[src/rtl/core/eor_pkg.sv]
// Package for the ellipse outline rasterizer: status codes, opcodes, defaults.
// No dependencies.
package eor_pkg;

   localparam int CoordBitsDefault = 16;
   localparam int FracBitsDefault  = 6;

   typedef enum logic [2:0] {
      ST_PIXEL   = 3'd0,
      ST_STARTED = 3'd1,
      ST_NOPIX   = 3'd2,
      ST_NEGRAD  = 3'd3,
      ST_ZERORAD = 3'd4,
      ST_IDLE    = 3'd5
   } status_type;

   localparam logic OP_START = 1'b0;
   localparam logic OP_STEP  = 1'b1;

endpackage

[src/rtl/core/ellipse_outline_rasterizer.sv]
// Ellipse outline rasterizer top level: sequencer, state and output register.
// Depends on eor_pkg and eor_div.
// Start, error and idle-step transactions: result registered in the cycle after acceptance.
// Step: a multiply step, then 4 divisions in turn on the shared divider of width DW
// (DW = 2*COORD_BITS+5, 37 by default), then one result per cycle (up to 8) unless
// the output register is held by rsp_ready.
// Synchronous active-high reset returns the block to idle with no ellipse.
module ellipse_outline_rasterizer #(
   parameter int COORD_BITS = eor_pkg::CoordBitsDefault,
   parameter int FRAC_BITS  = eor_pkg::FracBitsDefault
) (
   input  logic                         clock,
   input  logic                         reset,
   input  logic                         req_valid,
   output logic                         req_ready,
   input  logic                         req_op,
   input  logic signed [COORD_BITS-1:0] req_center_x,
   input  logic signed [COORD_BITS-1:0] req_center_y,
   input  logic signed [COORD_BITS-1:0] req_radius_x,
   input  logic signed [COORD_BITS-1:0] req_radius_y,
   output logic                         rsp_valid,
   input  logic                         rsp_ready,
   output logic [2:0]                   rsp_status,
   output logic signed [COORD_BITS-1:0] rsp_pixel_x,
   output logic signed [COORD_BITS-1:0] rsp_pixel_y,
   output logic                         rsp_last,
   output logic                         rsp_done_res
);
   import eor_pkg::*;

   localparam int C  = COORD_BITS;
   localparam int RB = C + FRAC_BITS + 2;
   localparam int HW = RB - FRAC_BITS + 1;   // rounded coordinate width
   localparam int DW = HW + C + 2;           // divider width
   localparam int PW = DW;

   typedef enum logic [3:0] {
      S_IDLE, S_MUL, S_DJ, S_DK, S_WK, S_DA, S_WA, S_DB, S_WB, S_EMIT, S_OUT
   } state_type;

   state_type state_ff;
   logic active_ff, major_x_ff;
   logic signed [C-1:0]  ccol_ff, crow_ff;
   logic [C-2:0]         rh_ff, rv_ff;
   logic signed [RB-1:0] rot_a_ff, rot_b_ff;
   logic signed [HW-1:0] pf_ff, ps_ff;
   logic pf_ok_ff, ps_ok_ff;
   logic signed [HW-1:0] h_ff, i_ff;
   logic signed [PW-1:0] prod_ff;
   logic signed [HW-1:0] j_ff, k_ff;
   logic [2:0]  idx_ff, cnt_ff;
   logic        fin_ff;
   logic        busy_ff;
   // output register
   logic        ov_ff, ov_in;
   logic [2:0]  ost_ff;
   logic signed [C-1:0] ox_ff, oy_ff;
   logic        olast_ff, odone_ff;

   // shared divider
   logic               dstart;
   logic signed [DW-1:0] ddend, dq;
   logic        [DW-1:0] dsor;
   logic               dbusy;
   eor_div #(.W(DW)) u_div (
      .clock(clock), .reset(reset), .start(dstart), .dividend(ddend),
      .divisor(dsor), .busy(dbusy), .quotient(dq));

   logic [C-2:0] major, minor;
   assign major = major_x_ff ? rh_ff : rv_ff;
   assign minor = major_x_ff ? rv_ff : rh_ff;
   assign dsor  = DW'(major);

   logic signed [RB-1:0] rnd_a, rnd_b;
   assign rnd_a = rot_a_ff + RB'(1 << (FRAC_BITS - 1));
   assign rnd_b = rot_b_ff + RB'(1 << (FRAC_BITS - 1));
   logic signed [HW-1:0] h_c, i_c;
   assign h_c = HW'(rnd_a >>> FRAC_BITS);
   assign i_c = HW'(rnd_b >>> FRAC_BITS);

   // go test
   logic go;
   always_comb begin
      if (major_x_ff)
         go = ((!pf_ok_ff || pf_ff != k_ff) && (!ps_ok_ff || ps_ff != k_ff))
           || ((!ps_ok_ff || ps_ff != j_ff) && (!pf_ok_ff || pf_ff != j_ff))
           || (k_ff != j_ff);
      else
         go = ((!pf_ok_ff || pf_ff != i_ff) && (!ps_ok_ff || ps_ff != i_ff))
           || ((!ps_ok_ff || ps_ff != h_ff) && (!pf_ok_ff || pf_ff != h_ff)
               && (i_ff != h_ff));
   end

   // pixel for emission index: groups (dx,dy) in file order
   logic signed [HW-1:0] dx, dy;
   logic [2:0] g1n;
   logic [1:0] sub;
   logic signed [C-1:0] px, py;
   always_comb begin
      logic signed [HW-1:0] dx1, dy1, dx2, dy2;
      if (major_x_ff) begin
         dx1 = h_ff; dy1 = k_ff; dx2 = i_ff; dy2 = j_ff;
      end else begin
         dx1 = j_ff; dy1 = i_ff; dx2 = k_ff; dy2 = h_ff;
      end
      g1n = (dy1 > 0) ? 3'd4 : 3'd2;
      if (idx_ff < g1n) begin
         dx = dx1; dy = dy1; sub = idx_ff[1:0];
      end else begin
         dx = dx2; dy = dy2; sub = 2'(idx_ff - g1n);
      end
      px = sub[0] ? ccol_ff + C'(dx) : ccol_ff - C'(dx);
      if (dy > 0) py = sub[1] ? crow_ff - C'(dy) : crow_ff + C'(dy);
      else        py = crow_ff;
   end
   logic [3:0] total;
   assign total = {1'b0, g1n} + (((major_x_ff ? j_ff : h_ff) > 0) ? 4'd4 : 4'd2);

   logic out_free;
   assign out_free  = !ov_ff || rsp_ready;
   assign req_ready = (state_ff == S_IDLE) && out_free;
   logic acc;
   assign acc = req_valid && req_ready;

   // divider launches: one start cycle per division
   always_comb begin
      dstart = 1'b0;
      ddend  = '0;
      unique case (state_ff)
         S_DJ: begin dstart = 1'b1; ddend = prod_ff; end
         S_WK: begin dstart = 1'b1; ddend = DW'(i_ff * $signed({1'b0, minor})); end
         S_WA: begin dstart = 1'b1; ddend = DW'(rot_b_ff); end
         S_WB: begin dstart = 1'b1; ddend = DW'(rot_a_ff); end
         default: ;
      endcase
   end

   // output valid: set on a new result, cleared when taken
   always_comb begin
      ov_in = ov_ff && !rsp_ready;
      if (state_ff == S_IDLE && acc && !(req_op == OP_STEP && active_ff)) ov_in = 1'b1;
      if (state_ff == S_OUT && out_free) ov_in = 1'b1;
   end

   always_ff @(posedge clock) begin
      if (reset) begin
         state_ff <= S_IDLE;
         active_ff <= 1'b0; major_x_ff <= 1'b0;
         ccol_ff <= '0; crow_ff <= '0; rh_ff <= '0; rv_ff <= '0;
         rot_a_ff <= '0; rot_b_ff <= '0;
         pf_ok_ff <= 1'b0; ps_ok_ff <= 1'b0;
         ov_ff <= 1'b0;
      end else begin
         ov_ff <= ov_in;
         unique case (state_ff)
            S_IDLE: if (acc) begin
               olast_ff <= 1'b1; odone_ff <= 1'b0; ox_ff <= '0; oy_ff <= '0;
               if (req_op == OP_START) begin
                  if (req_radius_x < 0 || req_radius_y < 0) begin
                     active_ff <= 1'b0;
                     ost_ff <= ST_NEGRAD;
                  end else if (req_radius_x == 0 || req_radius_y == 0) begin
                     active_ff <= 1'b0;
                     ost_ff <= ST_ZERORAD;
                  end else begin
                     ost_ff <= ST_STARTED;
                     ccol_ff <= req_center_x; crow_ff <= req_center_y;
                     rh_ff <= req_radius_x[C-2:0]; rv_ff <= req_radius_y[C-2:0];
                     major_x_ff <= req_radius_x > req_radius_y;
                     rot_a_ff <= '0;
                     rot_b_ff <= (req_radius_x > req_radius_y)
                        ? RB'(req_radius_x) <<< FRAC_BITS
                        : RB'(req_radius_y) <<< FRAC_BITS;
                     pf_ok_ff <= 1'b0; ps_ok_ff <= 1'b0;
                     active_ff <= 1'b1;
                  end
               end else if (!active_ff) begin
                  ost_ff <= ST_IDLE;
               end else begin
                  h_ff <= h_c; i_ff <= i_c;
                  state_ff <= S_MUL;
               end
            end
            S_MUL: begin
               prod_ff  <= PW'(h_ff * $signed({1'b0, minor}));
               fin_ff   <= !(i_ff > h_ff);
               state_ff <= S_DJ;
            end
            S_DJ: state_ff <= S_DK;
            S_DK: if (!dbusy) begin j_ff <= HW'(dq); state_ff <= S_WK; end
            S_WK: state_ff <= S_DA;
            S_DA: if (!dbusy) begin k_ff <= HW'(dq); state_ff <= S_WA; end
            S_WA: state_ff <= S_DB;
            S_DB: if (!dbusy) begin
               rot_a_ff <= rot_a_ff + RB'(dq);
               state_ff <= S_WB;
            end
            S_WB: state_ff <= S_EMIT;
            S_EMIT: if (!dbusy) begin
               rot_b_ff <= rot_b_ff - RB'(dq);
               idx_ff <= '0;
               cnt_ff <= go ? 3'(total - 1'b1) : '0;
               busy_ff <= go;
               if (go) begin
                  pf_ff <= major_x_ff ? k_ff : i_ff; pf_ok_ff <= 1'b1;
                  ps_ff <= major_x_ff ? j_ff : h_ff; ps_ok_ff <= 1'b1;
               end
               if (fin_ff) active_ff <= 1'b0;
               state_ff <= S_OUT;
            end
            S_OUT: if (out_free) begin
               ost_ff <= busy_ff ? ST_PIXEL : ST_NOPIX;
               ox_ff <= busy_ff ? px : '0;
               oy_ff <= busy_ff ? py : '0;
               olast_ff <= idx_ff == cnt_ff;
               odone_ff <= (idx_ff == cnt_ff) && fin_ff;
               idx_ff <= idx_ff + 1'b1;
               if (idx_ff == cnt_ff) state_ff <= S_IDLE;
            end
            default: state_ff <= S_IDLE;
         endcase
      end
   end

   assign rsp_valid    = ov_ff;
   assign rsp_status   = ost_ff;
   assign rsp_pixel_x  = ox_ff;
   assign rsp_pixel_y  = oy_ff;
   assign rsp_last     = olast_ff;
   assign rsp_done_res = odone_ff;

   a_busy : assert property (@(posedge clock) disable iff (reset)
      state_ff != S_IDLE |-> !req_ready)
      else $error("ready while working");
   a_done : assert property (@(posedge clock) disable iff (reset)
      rsp_valid && rsp_done_res |-> rsp_last)
      else $error("done without last");
   a_fin : assert property (@(posedge clock) disable iff (reset)
      rsp_valid && rsp_done_res && rsp_ready |-> !active_ff)
      else $error("active after final iteration");
endmodule

[src/rtl/core/eor_div.sv]
// Shared restoring divider, one quotient bit per cycle, truncating signed result.
// Depends on eor_pkg.
module eor_div #(
   parameter int W = 48
) (
   input  logic                clock,
   input  logic                reset,
   input  logic                start,
   input  logic signed [W-1:0] dividend,
   input  logic        [W-1:0] divisor,
   output logic                busy,
   output logic signed [W-1:0] quotient
);
   import eor_pkg::*;

   localparam int CW = $clog2(W + 1);

   logic [W-1:0]  rem_ff, rem_in, quo_ff, quo_in;
   logic [W-1:0]  dvs_ff, dvs_in;
   logic          neg_ff, neg_in;
   logic [CW-1:0] cnt_ff, cnt_in;
   logic          busy_ff, busy_in;
   logic [W:0]    trial;

   // one shift-subtract step per cycle
   always_comb begin
      rem_in  = rem_ff;
      quo_in  = quo_ff;
      dvs_in  = dvs_ff;
      neg_in  = neg_ff;
      cnt_in  = cnt_ff;
      busy_in = busy_ff;
      trial   = {rem_ff, quo_ff[W-1]} - {1'b0, dvs_ff};
      if (start) begin
         rem_in  = '0;
         quo_in  = dividend[W-1] ? W'(-dividend) : dividend;
         neg_in  = dividend[W-1];
         dvs_in  = divisor;
         cnt_in  = CW'(W);
         busy_in = 1'b1;
      end else if (busy_ff) begin
         if (!trial[W]) begin
            rem_in = trial[W-1:0];
            quo_in = {quo_ff[W-2:0], 1'b1};
         end else begin
            rem_in = {rem_ff[W-2:0], quo_ff[W-1]};
            quo_in = {quo_ff[W-2:0], 1'b0};
         end
         cnt_in = cnt_ff - 1'b1;
         if (cnt_ff == CW'(1)) busy_in = 1'b0;
      end
   end

   always_ff @(posedge clock) begin
      rem_ff <= rem_in;
      quo_ff <= quo_in;
      dvs_ff <= dvs_in;
      neg_ff <= neg_in;
      cnt_ff <= cnt_in;
      if (reset) busy_ff <= 1'b0;
      else       busy_ff <= busy_in;
   end

   assign busy     = busy_ff;
   assign quotient = neg_ff ? W'(-quo_ff) : quo_ff;

   a_cnt : assert property (@(posedge clock) disable iff (reset)
      busy_ff && !start && cnt_ff == CW'(1) |=> !busy_ff)
      else $error("divider did not finish");
   a_go : assert property (@(posedge clock) disable iff (reset)
      start |=> busy_ff && cnt_ff == CW'(W))
      else $error("divider did not start");
   a_nz : assert property (@(posedge clock) disable iff (reset)
      busy_ff |-> cnt_ff != '0)
      else $error("divider count underflow");
endmodule
[config.mk]
export PLATFORM = sky130hd
export DESIGN_NAME = ellipse_outline_rasterizer
export DESIGN_NICKNAME = d
export VERILOG_FILES = /design/src/rtl/core/eor_pkg.sv /design/src/rtl/core/ellipse_outline_rasterizer.sv /design/src/rtl/core/eor_div.sv
export SDC_FILE = /design/constraint.sdc
export NUM_CORES = 2
export LEC_CHECK = 0
export ABC_AREA = 1
export BUFFER_PORTS_ARGS = -buffer_cell sky130_fd_sc_hd__buf_4
export CAP_MARGIN = 0
export CORE_MARGIN = 3
export CORE_UTILIZATION = 55
export CTS_CLUSTER_DIAMETER = 50
export CTS_CLUSTER_SIZE = 20
export DETAILED_ROUTE_END_ITERATION = 16
export PLACE_DENSITY = 0.71
export RECOVER_POWER = 50
export SLEW_MARGIN = 20
export SYNTH_ARGS = -nofsm -noshare
export SYNTH_HDL_FRONTEND = slang
export SYNTH_SLANG_ARGS = --single-unit
[constraint.sdc]
create_clock -name clock -period 11.8 [get_ports clock]
set_input_delay 1.18 -clock clock [delete_from_list [all_inputs] [get_ports clock]]
set_output_delay 1.18 -clock clock [all_outputs]
set_load 0.1 [all_outputs]
After elaboration in Yosys (flattened, before gate mapping)
Index checks and enable logic that the tools add are counted.
- add/subtract/negate cells: 16
- multipliers: 2
- magnitude comparators: 8
- equal/unequal tests: 37
- muxes and demuxes: 90
- bitwise operators: 5
- reductions and logical operators: 56
- operators by type and width (kind ; count):
    $mux 24 ; 12
    $mux 16 ; 11
    $mux 37 ; 4
    $pmux 37 s4 ; 1
    $pmux 24 s2 ; 2
    $ne 19x19->1 ; 5
    $ne 19x18->1 ; 4
    $mul 18x16->34 ; 2
    $logic_not 32->1 ; 2
    $pmux 16 s2 ; 2
    $mux 19 ; 3
    $add 24x7->24 const B ; 2
    $pmux 4 s11 ; 1
    $gt 19x1->1 const B ; 2
    $sub 38x15->38 ; 1
    $neg 37->37 ; 1
    $mux 4 ; 9
    $add 16x16->16 ; 2
    $gt 32x1->1 const B ; 1
    $lt 16x1->1 const B ; 2
    $mux 32 ; 1
    $sub 16x16->16 ; 2
    $mux 15 ; 2
    $mux 3 ; 10
    other kinds (39) ; 130
- flip-flop bits (word level): 409
- input port bits: 69
- output and inout port bits: 39
- logic and storage cells: 247

Longest topological paths before layout
- depth in word-level cells: 11
- gate-level depth with buffers: 43
- gate-level depth less buffers: 36

Modules after synthesis
From an unflattened synthesis, not the netlist that was laid out.
- cells, all modules: 6891
- area total of the unflattened synthesis: 51923.5 µm²
- modules (own cells, without submodules) (module ; instances ; cells an instance ; area each (µm²) ; sequential area each (µm²)):
    ellipse_outline_rasterizer ; 1 ; 5398 ; 42248.0 ; 8097.8
    eor_div ; 1 ; 1493 ; 9675.5 ; 3133.0

Worst setup path before layout
No wires, ideal clock.
- path type: register -> register
- start point: register major_x_ff
- end point: register u_div.quo_ff[10] (data pin)
- library setup time: 0.264 ns
- data arrival time: 7.062 ns
- required time: 11.536 ns
- slack: 4.473 ns
- stages on the path, launching flop included: 38
- buffers on the path: 9
- clock period less this slack: 7.327 ns
- cell sequence: dfxtp_1 buf_6 buf_6 buf_8 buf_6 buf_6 buf_2 buf_2 nand2_1 o21ai_1 inv_1 buf_2 nand2_1 fa_1 fa_1 inv_1 fa_1 fa_1 [2 not listed] fa_1 inv_1 ha_1 a21oi_1 inv_1 nor2_1 nand2_1 a21oi_1 nand2_1 a21oi_1 inv_1 nand2_1 nand3_1 nand2_1 buf_2 nand2_1 a22oi_1 o21ai_0
- longest elaborated chain between the ends: 6
- RTL lines (element ; line ; source):
    start, declared ; ellipse_outline_rasterizer.sv:42 ; logic active_ff, major_x_ff;
    start signal, assigned ; ellipse_outline_rasterizer.sv:169 ; major_x_ff <= req_radius_x > req_radius_y;
    $mux 15 * ; ellipse_outline_rasterizer.sv:71 ; assign minor = major_x_ff ? rv_ff : rh_ff;
    $mul 18x16->34 * ; ellipse_outline_rasterizer.sv:131 ; S_WK: begin dstart = 1'b1; ddend = DW'(i_ff * $signed({1'b0, minor})); end
    $pmux 37 s4 * ; ellipse_outline_rasterizer.sv:129 ; unique case (state_ff)
    $neg 37->37 ; eor_div.sv:36 ; quo_in = dividend[W-1] ? W'(-dividend) : dividend;
    $mux 37 * ; eor_div.sv:36 ;
    $mux 37 * ; eor_div.sv:34 ; if (start) begin
    net u_div.quo_in[10] ; eor_div.sv:18 ; logic [W-1:0] rem_ff, rem_in, quo_ff, quo_in;
    end signal, assigned ; eor_div.sv:56 ; quo_ff <= quo_in;
    end, declared ; eor_div.sv:18 ;
The timed path passes the listed nets; every way through them passes the cells marked *.
A chain may end at the register's enable or synchronous reset.

Worst setup path after layout
- start point: register major_x_ff
- end point: register u_div.quo_ff[4] (data pin)
The elaborated chain is that of the path after synthesis.

==> impl_metrics.json <==
{
  "worst-endpoint-required_ns": 12.03,
  "setup_viol": 0,
  "startpoint_kind_of_the_worst_setup_timing_path": "register",
  "cts-root-buf": "sky130_fd_sc_hd__clkbuf_16",
  "dominantRegCellSynth": "sky130_fd_sc_hd__edfxtp_1",
  "num_rows": 109,
  "core_region_area_sq_um": 88510,
  "postLayoutCoreUtil": 0.5987,
  "worst-slew-pin-transition_ns": 3.443,
  "cts_setup_buffers": 0,
  "cts_htree_levels": 3,
  "critPathSlowestCell": "sky130_fd_sc_hd__dfxtp_1",
  "register_cell_area_after_layout_sq_um": 10570,
  "drt-wirelength-per-cell_um": 22.00,
  "clk_pin_slew_ns": 0.07,
  "number_of_port_buffers": 107,
  "synth.yosys.seq_area_share": 0.2148,
  "nets": 7332,
  "cp-end-kind": "register",
  "timing.critical_path.fanout_max": 68,
  "ctsLongestPathBuffers": 3,
  "synth_cell_types": 74,
  "timing.critical_path.mode_cell": "sky130_fd_sc_hd__inv_1",
  "dieHeight_um": 305.1,
  "grtUsageTotal": 0.3624,
  "crit_arrival_ns": 10.01,
  "resized_gates_after_cts": 0,
  "worst_path_largest_cell_delay_ns": 1.32,
  "synthesis.instances": 6362,
  "post_synthesis_average_cell_area_sq_um": 7.733,
  "floorplan.initialDensity": 0.5559,
  "totalNegativeSetupSlack_ns": 0,
  "ys_warn_count": 0,
  "max_slew_headroom_at_the_worst_pin": -1.295,
  "area_growth_syn_to_layout_pct": 7.713,
  "grt_max_degree": 86,
  "layout-drive-gt1-share": 0.06071,
  "ant_nets": 0,
  "final.period_utilization": 0.8285,
  "gr-total-overflow": 0,
  "floorplan.die_area_sq_um": 93080,
  "routed_wl_mm": 167.7,
  "post_synth_instance_area_sq_um": 49200,
  "final.setup_skew_ns": 0.05315,
  "worst_hold_path_type": "reg -> reg",
  "antenna_found_initial": 6,
  "cap_violations": 9,
  "vias": 43790,
  "ctsHoldBuffers": 0,
  "drv_slew": 363,
  "post-dp-hpwl_mm": 132.4,
  "drtIter0Drc": 4513,
  "cts_made_buffers": 66,
  "worstSkewPairLatency_ns": 0.65,
  "drt_drc_violations_left": 0,
  "grt_pass1_wl_mm": 257.0,
  "multi_input_gate_area_sq_um": 32860,
  "drt_pass1_iterations": 8,
  "post_synth_edffs": 244,
  "failed_checks": "max-capacitance violations, max-slew violations",
  "max_freq_mhz": 102.3,
  "dpl_worst_slack_ns": 2.743,
  "avgViaCountPerCell": 5.743,
  "synthesis.nets": 7290,
  "pin_count": 108,
  "rsz0062_at_grt": "no",
  "synth_async_sr_flop_share": 0,
  "final_period_minus_worst_setup_slack_ns": 9.777,
  "nFillCells": 8159,
  "die_w_um": 305.1,
  "tritoncts": "built",
  "timing.final.hold_violations": 0,
  "timing.final.ws_setup_ns": 2.023,
  "cts_sinks": 406,
  "criticalPathCategory": "reg -> reg",
  "first_global_vias": 43470,
  "run_status": "complete, but fails checks",
  "synth.ff_latch_count": 406,
  "gp_congestion": 1.033
}
-- cell usage after synthesis, drive strengths merged (3+ instances only) --
cell type | number | area, sq um
xnor2 | 106 | 928.4
buf | 109 | 727.0
dfxtp | 162 | 3243
nand3b | 18 | 135.1
fa | 549 | 10990
o21a | 19 | 142.6
nand4 | 68 | 425.4
ha | 310 | 3879
nand3 | 221 | 1134
o211ai | 52 | 410.4
o31ai | 10 | 80.07
nor2 | 725 | 2869
clkbuf | 101 | 379.1
o21ai | 362 | 1876
a31oi | 14 | 87.58
nor4 | 47 | 309.0
clkinv | 13 | 53.80
nand2 | 1306 | 4986
inv | 1234 | 4639
a21boi | 8 | 63.81
o21bai | 11 | 82.58
edfxtp | 244 | 7327
o22ai | 14 | 87.58
a21oi | 334 | 1709
a211oi | 17 | 150.1
o2111ai | 6 | 52.55
nor3 | 53 | 296.5
a21o | 9 | 67.56
a221oi | 14 | 166.4
or2 | 21 | 131.4
o221ai | 3 | 26.28
and2 | 10 | 62.56
xor2 | 178 | 1567
-- cell families (layout without fill, tap and decap cells) --
family / Yosys count / count (layout) / synth area share
compound gates: 882 / 882 / 0.1033
xor+xnor: 284 / 284 / 0.05071
fa+ha+maj: 859 / 859 / 0.3022
buf+inv: 1457 / 1552 / 0.1179
flops: 406 / 406 / 0.2148
other cells: 0 / 3 / 0
simple gates: 2474 / 2474 / 0.2111
-- stage by stage --
stage	hold slack [ns]	cells	cell area (sq um)
2_1_floorplan	0.4439	6362	49200
3_3_place_gp	0.4570	7499	51000
3_5_place_dp	0.4571	7501	51030
4_1_cts	0.4759	7622	53260
5_1_grt	0.4858	7623	52990
6_report	0.4782	7625	52990
-- layout make-up --
class,count,area share
Sequential cell,406,0.1995
Clock buffer,71,0.03171
Tap cell,1165,0.02751
Inverter,1247,0.08856
Multi-Input combinational cell,4499,0.6201
Clock inverter,50,0.01034
Antenna cell,3,0.0001417
Timing Repair Buffer,184,0.02217
-- sequential cells by signal, indices dropped and copies added, names as in the netlist, 4 cells and up --
register	count
prod_ff	34
state_ff	4
rv_ff	15
h_ff	18
u_div.cnt_ff	6
rot_a_ff	24
u_div.dvs_ff	15
i_ff	18
ccol_ff	16
rot_b_ff	24
ps_ff	19
rsp_pixel_x	16
u_div.quo_ff	37
pf_ff	19
k_ff	19
crow_ff	16
rsp_pixel_y	16
u_div.rem_ff	37
rh_ff	15
j_ff	19
-- routing by layer --
layer	routed length, um	vias up	track usage	part of all wire
met4	10290	8	0.1809	0.061
met5	55	-	0	0.00033
li1	-	20050	-	-
met1	66110	20950	0.4725	0.39
met3	17360	560	0.08241	0.10
met2	73940	2221	0.5695	0.44
-- cell usage in the layout (no fill, tap or decap), types with 14 or more instances in the layout --
master,n
sky130_fd_sc_hd__a211oi_1,14
sky130_fd_sc_hd__a21oi_1,324
sky130_fd_sc_hd__a31oi_1,14
sky130_fd_sc_hd__buf_4,125
sky130_fd_sc_hd__clkbuf_1,61
sky130_fd_sc_hd__clkbuf_16,66
sky130_fd_sc_hd__clkinv_1,18
sky130_fd_sc_hd__dfxtp_1,162
sky130_fd_sc_hd__edfxtp_1,244
sky130_fd_sc_hd__fa_1,549
sky130_fd_sc_hd__ha_1,310
sky130_fd_sc_hd__inv_1,1201
sky130_fd_sc_hd__inv_2,28
sky130_fd_sc_hd__nand2_1,1291
sky130_fd_sc_hd__nand3_1,216
sky130_fd_sc_hd__nand3b_1,18
sky130_fd_sc_hd__nand4_1,68
sky130_fd_sc_hd__nor2_1,697
sky130_fd_sc_hd__nor2_2,15
sky130_fd_sc_hd__nor3_1,48
sky130_fd_sc_hd__nor4_1,45
sky130_fd_sc_hd__o211ai_1,48
sky130_fd_sc_hd__o21a_1,19
sky130_fd_sc_hd__o21ai_0,290
sky130_fd_sc_hd__o21ai_1,55
sky130_fd_sc_hd__o21ai_2,15
sky130_fd_sc_hd__o22ai_1,14
sky130_fd_sc_hd__or2_2,19
sky130_fd_sc_hd__xnor2_1,106
sky130_fd_sc_hd__xor2_1,177
-- critical path: cells and delay by family (launching register included) --
family,cells,cell delay (ns)
compound gates,6,1.13
fa+ha+maj,7,3.35
buf+inv,10,2.15
flops,1,1.32
simple gates,7,1.35
-- final timing paths --
kind / endpoint / slack [ns] / startpoint / cells past startpoint
max reg2reg: u_div.quo_ff[4]$_DFFE_PP_ / 2.02 / major_x_ff$_SDFFE_PP0P_ / 30
min reg2reg: u_div.cnt_ff[5]$_SDFFE_PN1P_ / 0.48 / u_div.cnt_ff[5]$_SDFFE_PN1P_ / 1
min: u_div.cnt_ff[5]$_SDFFE_PN1P_ / 0.48 / u_div.cnt_ff[5]$_SDFFE_PN1P_ / 1
max: u_div.quo_ff[4]$_DFFE_PP_ / 2.02 / major_x_ff$_SDFFE_PP0P_ / 30
Power is left out: the tool's default activity adds up to more than one toggle a clock period on the data nets, which glitch-free logic cannot reach.
